$ cat src/fpa_pkg.sv
// Shared types and constants for the fixed-point ALU.
// Holds opcodes, microcode fields, the control bundle and the factorial table.
package fpa_pkg;

  localparam int WORD_W = 32;
  localparam int ARG_W  = 8;
  localparam int OP_W   = 3;
  localparam int PC_W   = 4;

  // Opcodes
  localparam logic [OP_W-1:0] OP_ADD  = 3'd0;
  localparam logic [OP_W-1:0] OP_SUB  = 3'd1;
  localparam logic [OP_W-1:0] OP_MUL  = 3'd2;
  localparam logic [OP_W-1:0] OP_POW  = 3'd3;
  localparam logic [OP_W-1:0] OP_FACT = 3'd4;

  // Accumulator sources
  localparam logic [2:0] ACC_HOLD = 3'd0;
  localparam logic [2:0] ACC_ADD  = 3'd1;
  localparam logic [2:0] ACC_SUB  = 3'd2;
  localparam logic [2:0] ACC_PROD = 3'd3;
  localparam logic [2:0] ACC_ONE  = 3'd4;
  localparam logic [2:0] ACC_FACT = 3'd5;
  localparam logic [2:0] ACC_ZERO = 3'd6;

  // Multiplier operand selects
  localparam logic MUL_AB    = 1'b0;
  localparam logic MUL_ACC_A = 1'b1;

  // Jump conditions
  localparam logic [1:0] JMP_NONE   = 2'd0;
  localparam logic [1:0] JMP_ALWAYS = 2'd1;
  localparam logic [1:0] JMP_LE0    = 2'd2;

  // Microcode entry points and shared exit step
  localparam logic [PC_W-1:0] PC_ADD  = 4'd0;
  localparam logic [PC_W-1:0] PC_SUB  = 4'd1;
  localparam logic [PC_W-1:0] PC_MUL  = 4'd2;
  localparam logic [PC_W-1:0] PC_MUL2 = 4'd3;
  localparam logic [PC_W-1:0] PC_POW  = 4'd4;
  localparam logic [PC_W-1:0] PC_POWT = 4'd5;
  localparam logic [PC_W-1:0] PC_POWA = 4'd6;
  localparam logic [PC_W-1:0] PC_FACT = 4'd7;
  localparam logic [PC_W-1:0] PC_ZERO = 4'd8;
  localparam logic [PC_W-1:0] PC_DONE = 4'd9;

  typedef struct packed {
    logic [2:0]      acc_op;
    logic            mul_en;
    logic            mul_sel;
    logic            cnt_dec;
    logic [1:0]      jmp;
    logic [PC_W-1:0] target;
    logic            done;
  } ucode_t;

  // Control from sequencer to datapath
  typedef struct packed {
    logic       load;
    logic [2:0] acc_op;
    logic       mul_en;
    logic       mul_sel;
    logic       cnt_dec;
  } ctrl_t;

  // n! for n in 0..6, zero elsewhere
  function automatic logic [9:0] fact_lut(input logic signed [ARG_W-1:0] n);
    logic [9:0] f;
    case (n)
      8'sd0:   f = 10'd1;
      8'sd1:   f = 10'd1;
      8'sd2:   f = 10'd2;
      8'sd3:   f = 10'd6;
      8'sd4:   f = 10'd24;
      8'sd5:   f = 10'd120;
      8'sd6:   f = 10'd720;
      default: f = 10'd0;
    endcase
    return f;
  endfunction

endpackage

$ cat src/fpa_seq.sv
// Microcode sequencer: step counter, control-word ROM and jump logic.
// Depends on fpa_pkg.
module fpa_seq (
  input  logic                          clk,
  input  logic                          rst,
  input  logic                          in_valid,
  input  logic [fpa_pkg::OP_W-1:0]      op,
  input  logic                          out_full,
  input  logic                          cnt_le0,
  output logic                          in_ready,
  output logic                          out_load,
  output fpa_pkg::ctrl_t                ctrl
);

  logic                          busy;
  logic [fpa_pkg::PC_W-1:0]      pc;
  logic [fpa_pkg::PC_W-1:0]      entry;
  fpa_pkg::ucode_t               uw;
  logic                          accept;
  logic                          taken;

  function automatic fpa_pkg::ucode_t mk(
    input logic [2:0]               acc_op,
    input logic                     mul_en,
    input logic                     mul_sel,
    input logic                     cnt_dec,
    input logic [1:0]               jmp,
    input logic [fpa_pkg::PC_W-1:0] target,
    input logic                     done
  );
    fpa_pkg::ucode_t w;
    w.acc_op  = acc_op;
    w.mul_en  = mul_en;
    w.mul_sel = mul_sel;
    w.cnt_dec = cnt_dec;
    w.jmp     = jmp;
    w.target  = target;
    w.done    = done;
    return w;
  endfunction

  // Control ROM
  always_comb begin
    unique case (pc)
      fpa_pkg::PC_ADD:  uw = mk(fpa_pkg::ACC_ADD, 1'b0, fpa_pkg::MUL_AB, 1'b0,
                                fpa_pkg::JMP_ALWAYS, fpa_pkg::PC_DONE, 1'b0);
      fpa_pkg::PC_SUB:  uw = mk(fpa_pkg::ACC_SUB, 1'b0, fpa_pkg::MUL_AB, 1'b0,
                                fpa_pkg::JMP_ALWAYS, fpa_pkg::PC_DONE, 1'b0);
      fpa_pkg::PC_MUL:  uw = mk(fpa_pkg::ACC_HOLD, 1'b1, fpa_pkg::MUL_AB, 1'b0,
                                fpa_pkg::JMP_NONE, fpa_pkg::PC_DONE, 1'b0);
      fpa_pkg::PC_MUL2: uw = mk(fpa_pkg::ACC_PROD, 1'b0, fpa_pkg::MUL_AB, 1'b0,
                                fpa_pkg::JMP_ALWAYS, fpa_pkg::PC_DONE, 1'b0);
      fpa_pkg::PC_POW:  uw = mk(fpa_pkg::ACC_ONE, 1'b0, fpa_pkg::MUL_AB, 1'b0,
                                fpa_pkg::JMP_NONE, fpa_pkg::PC_DONE, 1'b0);
      // exit when the exponent count runs out, else multiply once more
      fpa_pkg::PC_POWT: uw = mk(fpa_pkg::ACC_HOLD, 1'b1, fpa_pkg::MUL_ACC_A, 1'b1,
                                fpa_pkg::JMP_LE0, fpa_pkg::PC_DONE, 1'b0);
      fpa_pkg::PC_POWA: uw = mk(fpa_pkg::ACC_PROD, 1'b0, fpa_pkg::MUL_AB, 1'b0,
                                fpa_pkg::JMP_ALWAYS, fpa_pkg::PC_POWT, 1'b0);
      fpa_pkg::PC_FACT: uw = mk(fpa_pkg::ACC_FACT, 1'b0, fpa_pkg::MUL_AB, 1'b0,
                                fpa_pkg::JMP_ALWAYS, fpa_pkg::PC_DONE, 1'b0);
      fpa_pkg::PC_ZERO: uw = mk(fpa_pkg::ACC_ZERO, 1'b0, fpa_pkg::MUL_AB, 1'b0,
                                fpa_pkg::JMP_NONE, fpa_pkg::PC_DONE, 1'b0);
      default:          uw = mk(fpa_pkg::ACC_HOLD, 1'b0, fpa_pkg::MUL_AB, 1'b0,
                                fpa_pkg::JMP_NONE, fpa_pkg::PC_DONE, 1'b1);
    endcase
  end

  // Opcode dispatch
  always_comb begin
    unique case (op)
      fpa_pkg::OP_ADD:  entry = fpa_pkg::PC_ADD;
      fpa_pkg::OP_SUB:  entry = fpa_pkg::PC_SUB;
      fpa_pkg::OP_MUL:  entry = fpa_pkg::PC_MUL;
      fpa_pkg::OP_POW:  entry = fpa_pkg::PC_POW;
      fpa_pkg::OP_FACT: entry = fpa_pkg::PC_FACT;
      default:          entry = fpa_pkg::PC_ZERO;
    endcase
  end

  assign in_ready = !busy;
  assign accept   = in_valid && !busy;
  assign taken    = (uw.jmp == fpa_pkg::JMP_ALWAYS) ||
                    ((uw.jmp == fpa_pkg::JMP_LE0) && cnt_le0);
  assign out_load = busy && uw.done && !out_full;

  // Datapath controls, gated by busy
  always_comb begin
    ctrl.load    = accept;
    ctrl.acc_op  = busy ? uw.acc_op : fpa_pkg::ACC_HOLD;
    ctrl.mul_en  = busy && uw.mul_en;
    ctrl.mul_sel = uw.mul_sel;
    ctrl.cnt_dec = busy && uw.cnt_dec;
  end

  // Step counter; the exit step waits for a free output register
  always_ff @(posedge clk) begin
    if (rst) begin
      busy <= 1'b0;
      pc   <= fpa_pkg::PC_ADD;
    end else if (accept) begin
      busy <= 1'b1;
      pc   <= entry;
    end else if (busy) begin
      if (uw.done) begin
        if (!out_full) busy <= 1'b0;
      end else if (taken) begin
        pc <= uw.target;
      end else begin
        pc <= pc + 1'b1;
      end
    end
  end

endmodule

$ cat src/fpa_dp.sv
// Datapath: operand registers, exponent counter, registered multiplier, accumulator.
// Depends on fpa_pkg; driven by the control bundle from fpa_seq.
module fpa_dp #(
  parameter int FRAC_BITS = 16
) (
  input  logic                                  clk,
  input  fpa_pkg::ctrl_t                        ctrl,
  input  logic signed [fpa_pkg::WORD_W-1:0]     operand_a,
  input  logic signed [fpa_pkg::WORD_W-1:0]     operand_b,
  input  logic signed [fpa_pkg::ARG_W-1:0]      int_arg,
  output logic                                  cnt_le0,
  output logic signed [fpa_pkg::WORD_W-1:0]     acc
);

  logic signed [fpa_pkg::WORD_W-1:0]     a_r;
  logic signed [fpa_pkg::WORD_W-1:0]     b_r;
  logic signed [fpa_pkg::ARG_W-1:0]      cnt;
  logic signed [2*fpa_pkg::WORD_W-1:0]   prod;
  logic signed [fpa_pkg::WORD_W-1:0]     mul_l;
  logic signed [fpa_pkg::WORD_W-1:0]     mul_r;
  logic signed [2*fpa_pkg::WORD_W-1:0]   mul_p;
  logic signed [fpa_pkg::WORD_W-1:0]     acc_next;
  logic        [fpa_pkg::WORD_W-1:0]     fact_w;
  logic        [fpa_pkg::WORD_W-1:0]     one_w;

  assign one_w   = fpa_pkg::WORD_W'(1) << FRAC_BITS;
  assign fact_w  = fpa_pkg::WORD_W'(fpa_pkg::fact_lut(cnt)) << FRAC_BITS;
  assign cnt_le0 = cnt[fpa_pkg::ARG_W-1] || (cnt == '0);

  // Multiplier: left operand is a or the accumulator, right is b or a
  assign mul_l = (ctrl.mul_sel == fpa_pkg::MUL_ACC_A) ? acc : a_r;
  assign mul_r = (ctrl.mul_sel == fpa_pkg::MUL_ACC_A) ? a_r : b_r;
  assign mul_p = (2*fpa_pkg::WORD_W)'(mul_l) * (2*fpa_pkg::WORD_W)'(mul_r);

  // Accumulator source select; shifted product keeps its low word
  always_comb begin
    case (ctrl.acc_op)
      fpa_pkg::ACC_ADD:  acc_next = a_r + b_r;
      fpa_pkg::ACC_SUB:  acc_next = a_r - b_r;
      fpa_pkg::ACC_PROD: acc_next = prod[FRAC_BITS +: fpa_pkg::WORD_W];
      fpa_pkg::ACC_ONE:  acc_next = one_w;
      fpa_pkg::ACC_FACT: acc_next = fact_w;
      fpa_pkg::ACC_ZERO: acc_next = '0;
      default:           acc_next = acc;
    endcase
  end

  always_ff @(posedge clk) begin
    if (ctrl.load) begin
      a_r <= operand_a;
      b_r <= operand_b;
    end
    if (ctrl.load)         cnt <= int_arg;
    else if (ctrl.cnt_dec) cnt <= cnt - 1'b1;
    if (ctrl.mul_en) prod <= mul_p;
    acc <= acc_next;
  end

endmodule

$ cat src/fixed_point_alu.sv
// Add, subtract, factorial and unused opcodes run their own ROM step, then the exit
// step; multiply runs a multiply step, then an accumulate step; power loads 1.0 and
// repeats its registered multiply-and-reload loop max(int_arg, 0) times on one
// shared multiplier. One item at a time; the next item is accepted the cycle after the
// result enters the output register, even while that result waits for out_ready.
// Reset (synchronous, rst high) idles the sequencer and empties the output register.
module fixed_point_alu #(
  parameter int FRAC_BITS = 16
) (
  input  logic                                clk,
  input  logic                                rst,
  input  logic                                in_valid,
  output logic                                in_ready,
  input  logic [fpa_pkg::OP_W-1:0]            op,
  input  logic signed [fpa_pkg::WORD_W-1:0]   operand_a,
  input  logic signed [fpa_pkg::WORD_W-1:0]   operand_b,
  input  logic signed [fpa_pkg::ARG_W-1:0]    int_arg,
  output logic                                out_valid,
  input  logic                                out_ready,
  output logic signed [fpa_pkg::WORD_W-1:0]   result
);

  fpa_pkg::ctrl_t                      ctrl;
  logic                                cnt_le0;
  logic                                out_load;
  logic                                out_full;
  logic signed [fpa_pkg::WORD_W-1:0]   acc;

  assign out_full = out_valid && !out_ready;

  fpa_seq u_seq (
    .clk      (clk),
    .rst      (rst),
    .in_valid (in_valid),
    .op       (op),
    .out_full (out_full),
    .cnt_le0  (cnt_le0),
    .in_ready (in_ready),
    .out_load (out_load),
    .ctrl     (ctrl)
  );

  fpa_dp #(
    .FRAC_BITS (FRAC_BITS)
  ) u_dp (
    .clk       (clk),
    .ctrl      (ctrl),
    .operand_a (operand_a),
    .operand_b (operand_b),
    .int_arg   (int_arg),
    .cnt_le0   (cnt_le0),
    .acc       (acc)
  );

  // Output register
  always_ff @(posedge clk) begin
    if (rst) begin
      out_valid <= 1'b0;
    end else if (out_load) begin
      out_valid <= 1'b1;
    end else if (out_ready) begin
      out_valid <= 1'b0;
    end
  end

  always_ff @(posedge clk) begin
    if (out_load) result <= acc;
  end

endmodule

$ cat config.mk
export PLATFORM = sky130hd
export DESIGN_NAME = fixed_point_alu
export DESIGN_NICKNAME = d
export VERILOG_FILES = /design/src/fpa_pkg.sv /design/src/fpa_seq.sv /design/src/fpa_dp.sv /design/src/fixed_point_alu.sv
export SDC_FILE = /design/constraint.sdc
export NUM_CORES = 2
export LEC_CHECK = 0
export BUFFER_PORTS_ARGS = -buffer_cell sky130_fd_sc_hd__buf_4
export CAP_MARGIN = 10
export CORE_ASPECT_RATIO = 1.75
export CORE_MARGIN = 1
export CORE_UTILIZATION = 30
export DETAILED_ROUTE_END_ITERATION = 12
export GPL_TIMING_DRIVEN = 0
export HOLD_SLACK_MARGIN = 0.1
export PLACE_DENSITY = 0.44
export SYNTH_ARGS = -nofsm -noshare
export SYNTH_HDL_FRONTEND = slang
export SYNTH_SLANG_ARGS = --single-unit
export TNS_END_PERCENT = 30
$ cat constraint.sdc
create_clock -name clk -period 9.6 [get_ports clk]
set_input_delay 0.48 -clock clk [delete_from_list [all_inputs] [get_ports clk]]
set_output_delay 0.48 -clock clk [all_outputs]
set_load 0.05 [all_outputs]
# Yosys cells after proc, flatten, opt, wreduce, memory -nomap -nowiden
# Memory sizes are Yosys's and may differ from the RTL's. A register that Yosys moved wholly into a read port is not among the register bits.
# Cells that the tools add are included.
# totals
reg_bits	190
romBits	176
in_bits	79
output_inout_bits	34
elab_cells	74
mem_count	1
# memory_table
memory	words	word_bits	read_ports	rd_clocked_by_memory_dff	write_ports	line	source
(name not given)	16	11	1	1	0	fpa_seq.sv:44	unique case (pc)
# classes
add_sub_neg	4
n_mul	1
eq_ne	19
n_mux	20
reduce_logical	20
# ops
cell	n
$pmux 32 s6	1
$mux 32	2
$pmux 10 s6	1
$mul 32x32->48	1
$add 32x32->32	1
$sub 32x32->32	1
$eq 8x3->1 const B	3
$mux 4	6
$pmux 4 s5	1
$eq 8x2->1 const B	2
$mux 8	2
$eq 3x2->1 const B	4
$eq 3x3->1 const B	4
$eq 8x1->1 const B	1
$logic_not 8->1	1
$sub 8x1->8 const B	1
$logic_and 1x1->1	7
$eq 3x1->1 const B	2
$mux 1	6
$reduce_bool 2->1	3
$reduce_bool 6->1	1
$add 4x1->4 const B	1
$logic_not 1->1	3
$logic_not 3->1	1
7 further kinds	8

# Logic depth before layout (Yosys ltp)
# depth
depth_word	10
mapped_depth	33

# Cells and area by module
# From an unflattened synthesis, not the netlist that was laid out.
# hier_totals
hier_cells	3784
hier_area_um2	36919.2
# by_module_without_submodules
mod	instances	cells_each	area_per_inst_um2
fpa_dp	1	3662	35142.5
fixed_point_alu	1	35	1004.7
fpa_seq	1	87	772.0

# Worst setup path after synthesis
# OpenSTA, ideal clock, no wires.
# synth_path
path_type	register to register
start	reg u_seq.uw[8] (netlist name)
end	reg u_dp.prod[41] (netlist name), data pin
arrival_ns	8.094
required_time_ns	9.340
setup_slack_ns	1.246
path_stages_with_launch	32
n_path_buf	6
period_less_slack_ns	8.354
cell_sequence	dfxtp_1 > buf_4 > buf_2 > buf_2 > buf_2 > buf_2 > mux2i_1 > clkbuf_1 > nor2_1 > fa_1 > fa_1 > fa_1 > inv_1 > fa_1 > inv_1 > fa_1 > inv_1 > fa_1 > inv_1 > fa_1 > fa_1 > ha_1 > a21oi_1 > o21ai_0 > a221o_1 > a21oi_1 > a21oi_2 > nand2b_1 > a21oi_2 > o31ai_2 > a211oi_1 > nor2b_1
# synth_via
elab_chain_cells	2
elab_cells_between_ends	3
classes_between	1 x mul; 2 x mux
# synth_rtl
element	line	source
$mux 32 (on tied branches)	fpa_dp.sv:31, fpa_dp.sv:32	
$mul 32x32->48 *	fpa_dp.sv:33	assign mul_p = (2*fpa_pkg::WORD_W)'(mul_l) * (2*fpa_pkg::WORD_W)'(mul_r);
via u_dp.mul_p, one bit	fpa_dp.sv:21	logic signed [2*fpa_pkg::WORD_W-1:0] mul_p;
end signal, assigned	fpa_dp.sv:55	if (ctrl.mul_en) prod <= mul_p;
end, declared	fpa_dp.sv:18	logic signed [2*fpa_pkg::WORD_W-1:0] prod;
# The timed path passes the listed nets; every way through them passes the cells marked *.
# A chain may end at the register's enable or synchronous reset.

# Final worst setup path
# layout_path
start	reg u_seq.uw[8] (netlist name)
end	reg u_dp.prod[32] (netlist name), data pin
# layout_via
elab_chain_cells	2
elab_cells_between_ends	3
classes_between	1 x mul; 2 x mux
# layout_rtl
element	line
$mux 32 (on tied branches)	fpa_dp.sv:31, fpa_dp.sv:32
$mul 32x32->48 *	fpa_dp.sv:33
via u_dp.mul_p, one bit	fpa_dp.sv:21
# Marked as above.

==> summary.md <==
| Metric | Value |
|---|---|
| Setup-failing EPs final | 1 |
| Hold slack | ~0.17 ns |
| Largest stage delay on the critical path | 0.84 ns |
| Top cell type's share of synthesized area | about 45% |
| Fraction of layout cells with a size suffix above 1 | 11.4% |
| Count of buffers inserted at the top-level ports | 111 |
| Hold Violations, Final | 0 |
| Summed negative setup slack over all endpoints | -0.0141 ns |
| Post-synthesis async set-or-reset flop share | 0% |
| Cell type contributing the most total cell area after synthesis | sky130_fd_sc_hd__fa_1 |
| Die width | roughly 270 um |
| Failing checks | setup timing |
| Crit path max-delay cell type | sky130_fd_sc_hd__xor2_1 |
| Max-cap violation count | 0 |
| RR Endpoint | u_dp.prod[32] |
| Count of state elements after synthesis | approximately 180 |
| Number of buffers created by CTS | 17 |
| Global-route wire length before repair | 241 mm |
| CTS tree | built |
| Multi-input gate area | about 29000 um2 |
| CORE AREA | roughly 120000 um2 |
| Largest net degree at the start of global routing | 46 |
| Smallest setup slack after layout | -0.0141 ns |
| Most used cells in the layout excluding fill and tap cells | sky130_fd_sc_hd__fa_1 (837), sky130_fd_sc_hd__inv_1 (793), sky130_fd_sc_hd__nand2_1 (534) |
| Final period utilization | 100% |
| Worst reg-to-reg path cell count | 28 |
| CTS Root Buffer Type | sky130_fd_sc_hd__clkbuf_16 |
| Worst min path class | in -> reg |
| Pre-CTS setup slack | -3.10 ns |
| Ports | 113 |
| Number of antenna-violating nets in the routed design | 0 |
| Maximum buffer depth of the clock tree | 2 |
| Die ar. | roughly 130000 um2 |
| Die H | around 470 um |
| Std cell rows | 170 |
| Sequential cell area | about 5300 um2 |
| Number of nets in the synthesized netlist | a little under 5k |
| NumNets Final | 5153 |
| Rel. slew slack | roughly 10% |
| Crit. Startpoint | u_seq.uw[8] |
| Clock Latency Late Sink | around 0.48 ns |
| Measured slew at the worst slew-check pin | 1.31 ns |
| CTS H-tree depth | 4 |
| Cell types occupying the most area after synthesis | sky130_fd_sc_hd__fa_1 (45%), sky130_fd_sc_hd__edfxtp_1 (14%), sky130_fd_sc_hd__inv_1 (8.0%), sky130_fd_sc_hd__ha_1 (6.9%), sky130_fd_sc_hd__nand2_1 (5.4%) |
| Count of flip-flops with a built-in enable after synthesis | 168 |
| Total routing resource utilization after global routing | about 29% |
| Endpoint kind of the worst setup timing path | flip-flop |
| Synthesized netlist cell count | between 3k and 4k |
| First drt pass iteration count | 5 |
| Via count of the first global-routing pass | 32.0k |
| Post-layout instance count excluding filler cells | 5690 |
| Netlist area before placement | between 30000 and 40000 um2 |
| Number of warnings issued by yosys | 0 |
| GP Congestion | 0.987 |
| Initial core utilization | between 30 and 40% |
| Drt initial violations | approximately 1.7k |
| Via density per instance | around 5 |
| Critical Path RT | a little under 10 ns |
| Number of clock sinks seen by CTS | about 180 |
| Initial antenna violation count | 9 |
| Fill cell total of the finished layout | approximately 13k |
| Final setup skew | just under 0.02 ns |
| Max-slew violations | 0 |
| Aggregate global routing overflow | 0 |
| Syn avg cell area | approximately 9.6 um2 |
| Top flip-flop cell by instance count after synthesis | sky130_fd_sc_hd__edfxtp_1 |
| CP Capture Point | u_dp.prod[32] |
| Wire length reported by the detailed router | ~170 mm |
| Half-perimeter wire length after placement | around 150 mm |
| Slack of the worst reg-to-reg path | -0.01 ns |
| Arrival time at the worst endpoint | around 10 ns |
| Reg-to-reg startpoint | u_seq.uw[8] |
| Most used cell, CP | sky130_fd_sc_hd__fa_1 |
| Hold buffer count at CTS | 0 |
| Hold Crit Start | operand_b[29] |
| Most frequent standard cell in the layout excluding fill and tap cells | sky130_fd_sc_hd__fa_1 |
| Clock transition at path regs | 0.08 ns |
| Highest net fanout along the worst path | 10 |
| Total placed cells including tap cells | 5630 |
| Netlist cell types | 67 |
| Run status | finished with violations |
| Period minus WS final | 9.61 ns |
| Average wire length per cell after detail routing | 30.3 um |
| Sequential element share of the synthesized area | 14.4% |
| Crit path launch type | flip-flop |
| Setup repair after global routing missed its margin | false |
| Total DRC errors in the routed layout | 0 |
| Top achievable clock speed | around 100 MHz |
| Overall via count from detail_route | roughly 28k |
| Class of the most critical setup path | reg -> reg |
| Syn-to-layout area delta | 13.9% |
[cell usage after synthesis (all sizes together), types with 10 or more instances]
cell type	count
clkbuf	133
nand4	10
nand3	17
nor2	506
o21ai	74
fa	839
edfxtp	168
o31ai	13
nand2b	15
mux2	62
xor2	45
o21a	10
dfxtp	15
inv	794
a21oi	63
mux2i	67
a21o	28
ha	204
xnor2	92
nand2	536
nor2b	20
nor3	27
buf	23
[logic make-up (layout without fill, tap and decap cells)]
logic type / after synthesis / count (layout) / synth area share (%)
muxes: 129 / 129 / 3.71
AOI/OAI and AO/OA: 241 / 241 / 4.13
xor gates and xnor gates: 137 / 137 / 3.23
and+or+nand+nor: 1170 / 1170 / 12.7
other: 0 / 12 / 0
adders and majority gates: 1043 / 1043 / 52.2
DFF: 183 / 183 / 14.4
buffers and inverters: 950 / 1141 / 9.66
[routing by layer]
layer  GRT usage, %  up-vias  wire, um
met1           27.8    14843     55100
met3           3.98      588      7670
met5              0        -        18
li1               -    11971         -
met2           50.1     1084     87100
met4           29.8        4     22700
[worst max-delay path, delay by kind of cell, from the launching register on]
family,cells,cell delay [ns]
fa+ha+maj,9,4.67
buf+inv,10,1.74
compound gates,3,0.94
xor+xnor,1,0.84
simple gates,4,0.43
flops,1,0.33
mux,1,0.27
[sequential cells by signal, indices dropped and copies added (netlist names)]
register    flops
u_seq.busy      1
u_dp.prod      32
out_valid       1
u_seq.uw        9
u_dp.b_r       32
u_dp.a_r       32
result         32
u_dp.cnt        8
u_seq.pc        4
u_dp.acc       32
[worst min-delay path by stage]
| stage | endpoint | slack [ns] | cells past startpoint |
|---|---|---|---|
| final | u_dp.b_r[29] | 0.17 | 1 |
| after global routing | u_dp.b_r[29] | 0.14 | 1 |
| after CTS | u_dp.b_r[15] | 0.12 | 1 |
| after detailed placement | out_valid | 0.50 | 2 |
| after global placement | out_valid | 0.47 | 2 |
| after floorplan | result[10] | 0.44 | 0 |
[layout make-up]
cell class	instances	share of cell area [%]
multi-input combinational	2720	67.9
sequential	183	12.6
inverter	794	7.06
tap	1634	4.84
timing repair buffer	168	3.56
buffer	147	2.46
clock buffer	18	1.02
clock inverter	14	0.409
antenna	12	0.0710
[stage by stage]
step / utilization [%] / instance area [um2]
4_1_cts: 34.3 / 42100
3_3_place_gp: 32.6 / 40000
3_5_place_dp: 33.0 / 40400
5_1_grt: 34.4 / 42300
6_report: 34.4 / 42300
2_1_floorplan: - / 37100
[what timing repair did]
| item | 4_1_cts | 5_1_grt |
|---|---|---|
| pin swaps | 8 | 5 |
| endpoints found under the setup margin | 32 | 16 |
| gates resized for setup | 265 | 60 |
| setup buffers | 22 | 3 |
Power is left out: the tool's default activity adds up to more than one toggle a clock period on the data nets, which glitch-free logic cannot reach.
